===== src/rtl/radix_integer_text_parser_top_defines.svh =====
// ---------------------------------------------------------------------------
// Radix integer text parser - assertion macros
// Shared concurrent assertion forms for the parser RTL.
// ---------------------------------------------------------------------------
`ifndef RADIX_INTEGER_TEXT_PARSER_TOP_DEFINES_SVH
`define RADIX_INTEGER_TEXT_PARSER_TOP_DEFINES_SVH

// Checked on every clock edge outside reset.
`define RITP_ASSERT(label, prop, msg) \
   label: assert property (@(posedge clock) disable iff (reset) prop) else $error(msg);

// Checked on every clock edge, reset included.
`define RITP_ASSERT_ALWAYS(label, prop, msg) \
   label: assert property (@(posedge clock) prop) else $error(msg);

`endif


===== src/rtl/ritp_pkg.sv =====
// ---------------------------------------------------------------------------
// ritp_pkg
// Types and constants of the radix integer text parser.
// ---------------------------------------------------------------------------
package ritp_pkg;

   localparam int RSP_VALUE_W = 64;
   localparam int COUNT_W     = 8;
   localparam int RADIX_W     = 6;
   localparam int CSR_DATA_W  = 6;

   // Register indexes on the CSR port
   localparam logic CSR_RADIX       = 1'b0;
   localparam logic CSR_SIGNED_MODE = 1'b1;

   // Reset values of the registers
   localparam logic [RADIX_W-1:0] RADIX_RESET       = 6'd10;
   localparam logic               SIGNED_MODE_RESET = 1'b1;

   // Characters of interest
   localparam logic [7:0] CH_ZERO  = 8'h30;  // '0'
   localparam logic [7:0] CH_NINE  = 8'h39;  // '9'
   localparam logic [7:0] CH_UP_A  = 8'h41;  // 'A'
   localparam logic [7:0] CH_UP_Z  = 8'h5a;  // 'Z'
   localparam logic [7:0] CH_LOW_A = 8'h61;  // 'a'
   localparam logic [7:0] CH_LOW_Z = 8'h7a;  // 'z'
   localparam logic [7:0] CH_PLUS  = 8'h2b;  // '+'
   localparam logic [7:0] CH_MINUS = 8'h2d;  // '-'
   localparam logic [5:0] LETTER_BASE = 6'd10;

   typedef enum logic [1:0] {
      PHASE_IDLE    = 2'd0,
      PHASE_COLLECT = 2'd1
   } phase_type;

   typedef struct packed {
      logic [7:0] ch;
      logic       begin_req;
   } req_word_type;

   typedef struct packed {
      logic [RSP_VALUE_W-1:0] value;
      logic [COUNT_W-1:0]     consumed;
   } rsp_word_type;

   // Handshake between the input register and the parse stage
   typedef struct packed {
      logic valid;
      logic take;
   } stage_ctl_type;

endpackage


===== src/rtl/radix_integer_text_parser_top.sv =====
// ---------------------------------------------------------------------------
// radix_integer_text_parser_top
// Parses an integer in a configurable base from a character stream.
// ---------------------------------------------------------------------------
// The block takes one character word per cycle except while it stalls. A word
// goes into an input register, from which the parse stage classifies it and
// folds it into the accumulator with a single VALUE_BITS by 6 multiply-add by
// the radix; that multiply-add is the longest path. The word that ends a parse
// loads the result register when the parse stage takes it from the input
// register, and the result is held there until it is taken. While a result
// waits in the output register the block keeps accepting characters; it stalls
// only when a second result is due before the first one is taken.
// Write radix and signed_mode only while no parse is in flight.
// ---------------------------------------------------------------------------
module radix_integer_text_parser_top
   import ritp_pkg::*;
#(
   parameter int VALUE_BITS = 64,
   parameter int MAX_CHARS  = 255
) (
   input  logic                  clock,
   input  logic                  reset,
   input  logic                  csr_write_en,
   input  logic                  csr_index,
   input  logic [CSR_DATA_W-1:0] csr_wdata,
   input  logic                  req_valid,
   output logic                  req_ready,
   input  req_word_type          req_word,
   output logic                  rsp_valid,
   input  logic                  rsp_ready,
   output rsp_word_type          rsp_word
);

   req_word_type  stage_word;
   logic          stage_valid;
   stage_ctl_type stage_ctl;

   ritp_in_stage u_in_stage (
      .clock       (clock),
      .reset       (reset),
      .req_valid   (req_valid),
      .req_ready   (req_ready),
      .req_word    (req_word),
      .stage_word  (stage_word),
      .stage_valid (stage_valid),
      .stage_take  (stage_ctl.take)
   );

   ritp_core #(
      .VALUE_BITS (VALUE_BITS),
      .MAX_CHARS  (MAX_CHARS)
   ) u_core (
      .clock        (clock),
      .reset        (reset),
      .csr_write_en (csr_write_en),
      .csr_index    (csr_index),
      .csr_wdata    (csr_wdata),
      .stage_word   (stage_word),
      .stage_ctl    (stage_ctl),
      .stage_valid  (stage_valid),
      .rsp_valid    (rsp_valid),
      .rsp_ready    (rsp_ready),
      .rsp_word     (rsp_word)
   );

endmodule


===== src/rtl/ritp_in_stage.sv =====
// ---------------------------------------------------------------------------
// ritp_in_stage
// Input register: holds one request word until the parse stage takes it.
// ---------------------------------------------------------------------------
module ritp_in_stage
   import ritp_pkg::*;
(
   input  logic          clock,
   input  logic          reset,
   input  logic          req_valid,
   output logic          req_ready,
   input  req_word_type  req_word,
   output req_word_type  stage_word,
   output logic          stage_valid,
   input  logic          stage_take
);

   logic         valid_ff, valid_in;
   req_word_type word_ff,  word_in;

   // Free when empty or when the held word leaves this cycle
   assign req_ready = !valid_ff || stage_take;

   always_comb begin
      valid_in = req_ready ? req_valid : valid_ff;
      word_in  = (req_valid && req_ready) ? req_word : word_ff;
   end

   always_ff @(posedge clock) begin
      if (reset) begin
         valid_ff <= 1'b0;
      end else begin
         valid_ff <= valid_in;
      end
   end

   always_ff @(posedge clock) begin
      word_ff <= word_in;
   end

   assign stage_valid = valid_ff;
   assign stage_word  = word_ff;

endmodule


===== src/rtl/ritp_core.sv =====
// ---------------------------------------------------------------------------
// ritp_core
// Parse stage: config registers, parse state, one multiply-add per word,
// and the result register.
// ---------------------------------------------------------------------------
`include "radix_integer_text_parser_top_defines.svh"

module ritp_core
   import ritp_pkg::*;
#(
   parameter int VALUE_BITS = 64,
   parameter int MAX_CHARS  = 255
) (
   input  logic                  clock,
   input  logic                  reset,
   input  logic                  csr_write_en,
   input  logic                  csr_index,
   input  logic [CSR_DATA_W-1:0] csr_wdata,
   input  req_word_type          stage_word,
   output stage_ctl_type         stage_ctl,
   input  logic                  stage_valid,
   output logic                  rsp_valid,
   input  logic                  rsp_ready,
   output rsp_word_type          rsp_word
);

   localparam logic [COUNT_W-1:0] CountCap =
      COUNT_W'((MAX_CHARS < 255) ? MAX_CHARS : 255);

   // Config registers
   logic [RADIX_W-1:0] radix_ff;
   logic               signed_mode_ff;

   always_ff @(posedge clock) begin
      if (reset) begin
         radix_ff       <= RADIX_RESET;
         signed_mode_ff <= SIGNED_MODE_RESET;
      end else if (csr_write_en) begin
         unique case (csr_index)
            CSR_RADIX:       radix_ff       <= csr_wdata[RADIX_W-1:0];
            CSR_SIGNED_MODE: signed_mode_ff <= csr_wdata[0];
            default:         ;
         endcase
      end
   end

   // Parse state
   phase_type             phase_ff, phase_in;
   logic [VALUE_BITS-1:0] acc_ff, acc_in;
   logic [COUNT_W-1:0]    count_ff, count_in;
   logic                  minus_ff, minus_in;
   logic                  sign_ff, sign_in;

   // Result register
   logic                  rsp_valid_ff, rsp_valid_in;
   rsp_word_type          rsp_word_ff, rsp_word_in;

   // Character classification
   logic                  digit_ok;
   logic [5:0]            digit;
   logic                  is_sign;
   logic                  active;
   logic                  produce;
   logic                  out_free;
   logic                  advance;

   // Values the word starts from (begin clears them)
   logic [VALUE_BITS-1:0] acc_base;
   logic [COUNT_W-1:0]    count_base;
   logic                  minus_base;
   logic                  sign_base;
   logic [VALUE_BITS-1:0] product;
   logic [VALUE_BITS-1:0] signed_val;
   logic                  any_digit;

   always_comb begin
      digit_ok = 1'b1;
      digit    = 6'd0;
      if (stage_word.ch >= CH_ZERO && stage_word.ch <= CH_NINE) begin
         digit = 6'(stage_word.ch - CH_ZERO);
      end else if (stage_word.ch >= CH_UP_A && stage_word.ch <= CH_UP_Z) begin
         digit = 6'(stage_word.ch - CH_UP_A) + LETTER_BASE;
      end else if (stage_word.ch >= CH_LOW_A && stage_word.ch <= CH_LOW_Z) begin
         digit = 6'(stage_word.ch - CH_LOW_A) + LETTER_BASE;
      end else begin
         digit_ok = 1'b0;
      end
   end

   wire is_digit = digit_ok && (digit < radix_ff);

   assign is_sign = (stage_word.ch == CH_PLUS) ||
                    ((stage_word.ch == CH_MINUS) && signed_mode_ff);

   assign active = stage_valid && (stage_word.begin_req || (phase_ff == PHASE_COLLECT));

   always_comb begin
      acc_base   = stage_word.begin_req ? '0 : acc_ff;
      count_base = stage_word.begin_req ? '0 : count_ff;
      minus_base = stage_word.begin_req ? 1'b0 : minus_ff;
      sign_base  = stage_word.begin_req ? 1'b0 : sign_ff;
   end

   // Multiply-add by the radix, wrapping at VALUE_BITS
   assign product    = acc_base * VALUE_BITS'(radix_ff);
   assign signed_val = minus_base ? (~acc_base + 1'b1) : acc_base;
   assign any_digit  = count_base > COUNT_W'(sign_base);

   // A word ends the parse when it is neither a leading sign nor a digit
   assign produce  = active && !(stage_word.begin_req && is_sign) && !is_digit;
   assign out_free = !rsp_valid_ff || rsp_ready;
   assign advance  = stage_valid && (!produce || out_free);

   assign stage_ctl.valid = stage_valid;
   assign stage_ctl.take  = advance;

   // Next parse state
   always_comb begin
      phase_in = phase_ff;
      acc_in   = acc_ff;
      count_in = count_ff;
      minus_in = minus_ff;
      sign_in  = sign_ff;
      if (advance && active) begin
         if (stage_word.begin_req && is_sign) begin
            phase_in = PHASE_COLLECT;
            acc_in   = '0;
            count_in = (CountCap != '0) ? COUNT_W'(1) : '0;
            minus_in = (stage_word.ch == CH_MINUS);
            sign_in  = 1'b1;
         end else if (is_digit) begin
            phase_in = PHASE_COLLECT;
            acc_in   = product + VALUE_BITS'(digit);
            count_in = (count_base < CountCap) ? count_base + 1'b1 : count_base;
            minus_in = minus_base;
            sign_in  = sign_base;
         end else begin
            phase_in = PHASE_IDLE;
            acc_in   = '0;
            count_in = '0;
            minus_in = 1'b0;
            sign_in  = 1'b0;
         end
      end
   end

   // Result register
   always_comb begin
      rsp_word_in  = rsp_word_ff;
      rsp_valid_in = rsp_ready ? 1'b0 : rsp_valid_ff;
      if (advance && produce) begin
         rsp_valid_in         = 1'b1;
         rsp_word_in.value    = any_digit ? RSP_VALUE_W'(signed_val) : '0;
         rsp_word_in.consumed = any_digit ? count_base : '0;
      end
   end

   always_ff @(posedge clock) begin
      if (reset) begin
         phase_ff     <= PHASE_IDLE;
         acc_ff       <= '0;
         count_ff     <= '0;
         minus_ff     <= 1'b0;
         sign_ff      <= 1'b0;
         rsp_valid_ff <= 1'b0;
      end else begin
         phase_ff     <= phase_in;
         acc_ff       <= acc_in;
         count_ff     <= count_in;
         minus_ff     <= minus_in;
         sign_ff      <= sign_in;
         rsp_valid_ff <= rsp_valid_in;
      end
   end

   always_ff @(posedge clock) begin
      rsp_word_ff <= rsp_word_in;
   end

   assign rsp_valid = rsp_valid_ff;
   assign rsp_word  = rsp_word_ff;

   // Checks
   `RITP_ASSERT(a_idle_clean, (phase_ff == PHASE_IDLE) |-> (acc_ff == '0 && count_ff == '0 && !minus_ff && !sign_ff), "idle phase with leftover parse state")
   `RITP_ASSERT(a_no_overwrite, (rsp_valid_ff && !rsp_ready) |=> (rsp_valid_ff && $stable(rsp_word_ff)), "pending result lost or changed")
   `RITP_ASSERT(a_minus_needs_sign, minus_ff |-> sign_ff, "minus recorded without a sign")
   `RITP_ASSERT(a_sign_counted, sign_ff |-> (phase_ff == PHASE_COLLECT && count_ff != '0), "sign taken but not counted")
   `RITP_ASSERT(a_count_cap, count_ff <= CountCap, "character count above cap")

endmodule

===== config.mk =====
export PLATFORM = sky130hd
export DESIGN_NAME = radix_integer_text_parser_top
export DESIGN_NICKNAME = d
export VERILOG_FILES = /design/src/rtl/ritp_pkg.sv /design/src/rtl/radix_integer_text_parser_top.sv /design/src/rtl/ritp_in_stage.sv /design/src/rtl/ritp_core.sv
export VERILOG_INCLUDE_DIRS = /design/src /design/src/rtl
export SDC_FILE = /design/constraint.sdc
export NUM_CORES = 1
export LEC_CHECK = 0
export BUFFER_PORTS_ARGS = -buffer_cell sky130_fd_sc_hd__buf_2
export CAP_MARGIN = 20
export CORE_AREA = 2 2 188 190
export CTS_CLUSTER_SIZE = 12
export DETAILED_ROUTE_END_ITERATION = 6
export DIE_AREA = 0 0 190 192
export HOLD_SLACK_MARGIN = 0.03
export PLACE_DENSITY = 0.74
export SYNTH_ARGS = -nofsm -noshare
export SYNTH_HDL_FRONTEND = slang
export SYNTH_HIERARCHICAL = 1
export SYNTH_SLANG_ARGS = --single-unit

===== constraint.sdc =====
create_clock -name clock -period 9.5 [get_ports clock]
set_input_delay 0.95 -clock clock [delete_from_list [all_inputs] [get_ports clock]]
set_output_delay 0.95 -clock clock [all_outputs]
set_load 0.01 [all_outputs]

==> metrics.csv <==
stage;metric;value;unit
worst_setup_path;critPathCapture;u_core/acc_ff[60];
cts;clockBufferDepth;2;
cts;cts_made_buffers;17;
sta;finalHoldViolCount;0;
finish;fin_area;21500;µm²
routing;wl_per_cell;21.0;µm
power_and_ir_drop;p_int;1.24;mW
worst_setup_path;r2r_cells;22;
global_route;grt_pass1_vias;17500;
sta;setup_tns;0;ns
cts;worstSkewPairLatency;0.46;ns
worst_setup_path;critPathKind;reg2reg;
cts;tritoncts;done;
run_status;outcome;completed;
run;drv.max_cap_violation_count;0;
finish;final_net_count;2648;
routing;wl_met3;5.15;mm
die;io_pins;95;
worst_setup_path;endpoint_kind;flip-flop;
sta;rsz0062_at_grt;no;
global_route;gr-usage-all-layers;32.5;%
die;die_h;192;µm
power_and_ir_drop;vdd_drop_max;0.000139;V
finish;areaGrowthSynthToFinish;5.48;%
routing;dr.pass1.iters;6;
worst_hold_path;hp-start;u_core/count_ff[6];
worst_setup_path;path_cells;buf_4 > inv_1 > nor2_1 > nand2_1 > fa_1 > fa_1 > inv_1 > fa_1 > inv_1 > fa_1 > inv_1 > ha_1 > nand2_1 > nor3_1 > nor2_1 > o31ai_1 > a31oi_1 > o211a_1 > o31ai_1 > a41oi_1 > xor2_1 > o21ai_0;
power_and_ir_drop;total_power;1.68;mW
yosys;synth_fp_nets;2701;
routing;wl_met1;23.2;mm
yosys;postSynthAreaPerCell;8.87;µm²
worst_setup_path;cp-startpoint;u_core/radix_ff[3];
worst_setup_path;start_kind;flip-flop;
global_route;grt_max_degree;157;
power_and_ir_drop;p_sw;0.443;mW
global_route;grt_pass1_wl;92.8;mm
worst_setup_path;slowest_stage;o31ai_1;
yosys;synth_warnings;6;
cts;h-tree-depth;4;
sta;fin_hold_ws;0.469;ns
power_and_ir_drop;clkPwrFrac;44.7;%
routing;via_per_inst;6.38;
worst_setup_path;cpPeakStageDelay;0.56;ns
cts;cts_resized;0;
sta;finalSetupViolations;0;
power_and_ir_drop;swShare;26.3;%
die;rows;68;
routing;route.met2.wl;26.4;mm
worst_setup_path;cp.arrival;7.35;ns
sta;min_period;6.98;ns
die;die-area;36500;µm²
yosys;syn-cell-area;20400;µm²
die;core_area;34300;µm²
routing;drt-total-wl;57.0;mm
worst_setup_path;required;9.87;ns
worst_setup_path;path_max_fanout;56;
sta;maxSlewHeadroom;36.0;%
placement;port_buffers;94;
global_route;antenna_found_initial;2;
worst_setup_path;path_buf_inv;5;
power_and_ir_drop;p_comb_share;9.5;%
sta;tightest_slew;0.957;ns
worst_setup_path;reg2reg_to;u_core/acc_ff[60];
power_and_ir_drop;leakagePower;10.7;nW
placement;dp_hpwl;41.8;mm
placement;gp_congestion;0.992;
routing;drtIter0Drc;1528;
cts;cts_sinks;165;
worst_setup_path;crit_cells;22;
routing;antenna_left;0;
power_and_ir_drop;seq_power_share;45.8;%
sta;max_freq;0.143;GHz
cts;cts-hold-fix-buffers;0;
worst_setup_path;r2r-start;u_core/radix_ff[3];
worst_hold_path;hold_path.class;reg2reg;
cts;cts_root_buffer;clkbuf_16;
die;fp.dieW;190;µm
yosys;synth_cells;2297;
global_route;grt_overflow;0;
die;initial_core_util;59.4;%
cts;post-cts-setup-buffer-count;0;
finish;drive_above_1_share;8.20;%
sta;post-route-period-util;73.5;%
routing;top_layer_used;met4;
routing;vias;17300;
routing;drc_errors;0;
power_and_ir_drop;p_per_area;78.3;nW/µm²
cts;cts.clk_slew.worst_paths;0.07;ns
sta;drv_slew;0;
placement;postPlaceCellArea;20800;µm²
sta;skew;0.0122;ns
worst_setup_path;crit_family;adder cells;
worst_setup_path;rrSetupSlack;2.52;ns
==> power by group through the flow <==
stage / registers [mW] / logic [mW] / clock network, mW
floorplan: 0.790 / 0.0919 / 0
global placement: 0.789 / 0.147 / 0
detailed placement: 0.787 / 0.155 / 0
CTS: 0.771 / 0.156 / 0.765
global route: 0.772 / 0.171 / 0.791
finish: 0.771 / 0.160 / 0.752
==> sequential cells by signal, summed over array words and instances, names as in the netlist <==
name	count
u_in_stage/stage_word	9
u_core/radix_ff	6
u_core/signed_mode_ff	1
u_core/minus_ff	1
u_core/rsp_valid	1
u_core/count_ff	8
u_core/rsp_word	72
u_core/sign_ff	1
u_in_stage/stage_valid	1
u_core/acc_ff	64
u_core/phase_ff	1
==> cells in the final DEF, fill, tap and decap left out, types with 70 or more instances in the layout <==
cell type,n
and3_1,252
fa_1,240
nand2_1,219
nor2_1,159
a21oi_1,155
ha_1,143
o21ai_0,98
buf_2,94
inv_1,88
dfxtp_1,83
edfxtp_1,81
and2_1,79
xor2_1,70
==> worst min-delay path by stage <==
stage	endpoint	slack, ns	cells after the start
after floorplan	u_core/signed_mode_ff	0.44	2
after global placement	u_core/count_ff[6]	0.45	2
after detailed placement	u_core/count_ff[3]	0.46	2
after CTS	u_core/count_ff[6]	0.47	2
after global routing	u_core/count_ff[6]	0.50	2
final	u_core/count_ff[6]	0.47	2
==> area by class of cell <==
cell class | count | area (µm²)
antenna | 1 | 2.50
clock buffer | 20 | 437
clock inverter | 11 | 176
fill | 2904 | 12800
inverter | 89 | 337
multi-input combinational | 1852 | 15100
sequential | 165 | 4120
tap | 455 | 569
timing repair buffer | 119 | 718
==> tightest hold or removal path, delay by kind of cell (launching register included) <==
family	cells	cell delay [ns]
DFF	1	0.32
AOI/OAI and AO/OA	1	0.05
and+or+nand+nor	1	0.05
==> through the flow <==
step / util [%] / instances / worst slack (ns)
6_report: 62.7 / 2712 / 2.52
5_1_grt: 62.7 / 2712 / 1.97
4_1_cts: 62.6 / 2710 / 2.56
3_5_place_dp: 60.8 / 2679 / 2.61
3_3_place_gp: 60.6 / 2677 / 2.73
2_1_floorplan: - / 2297 / 2.94
==> metal layers <==
metal / GRT usage [%] / vias to the layer above
met1: 42.3 / 8507
li1: - / 7818
met5: 0 / -
met3: 7.09 / 153
met2: 53.0 / 828
met4: 13.0 / 0
Power figures use the tool's default switching activity.
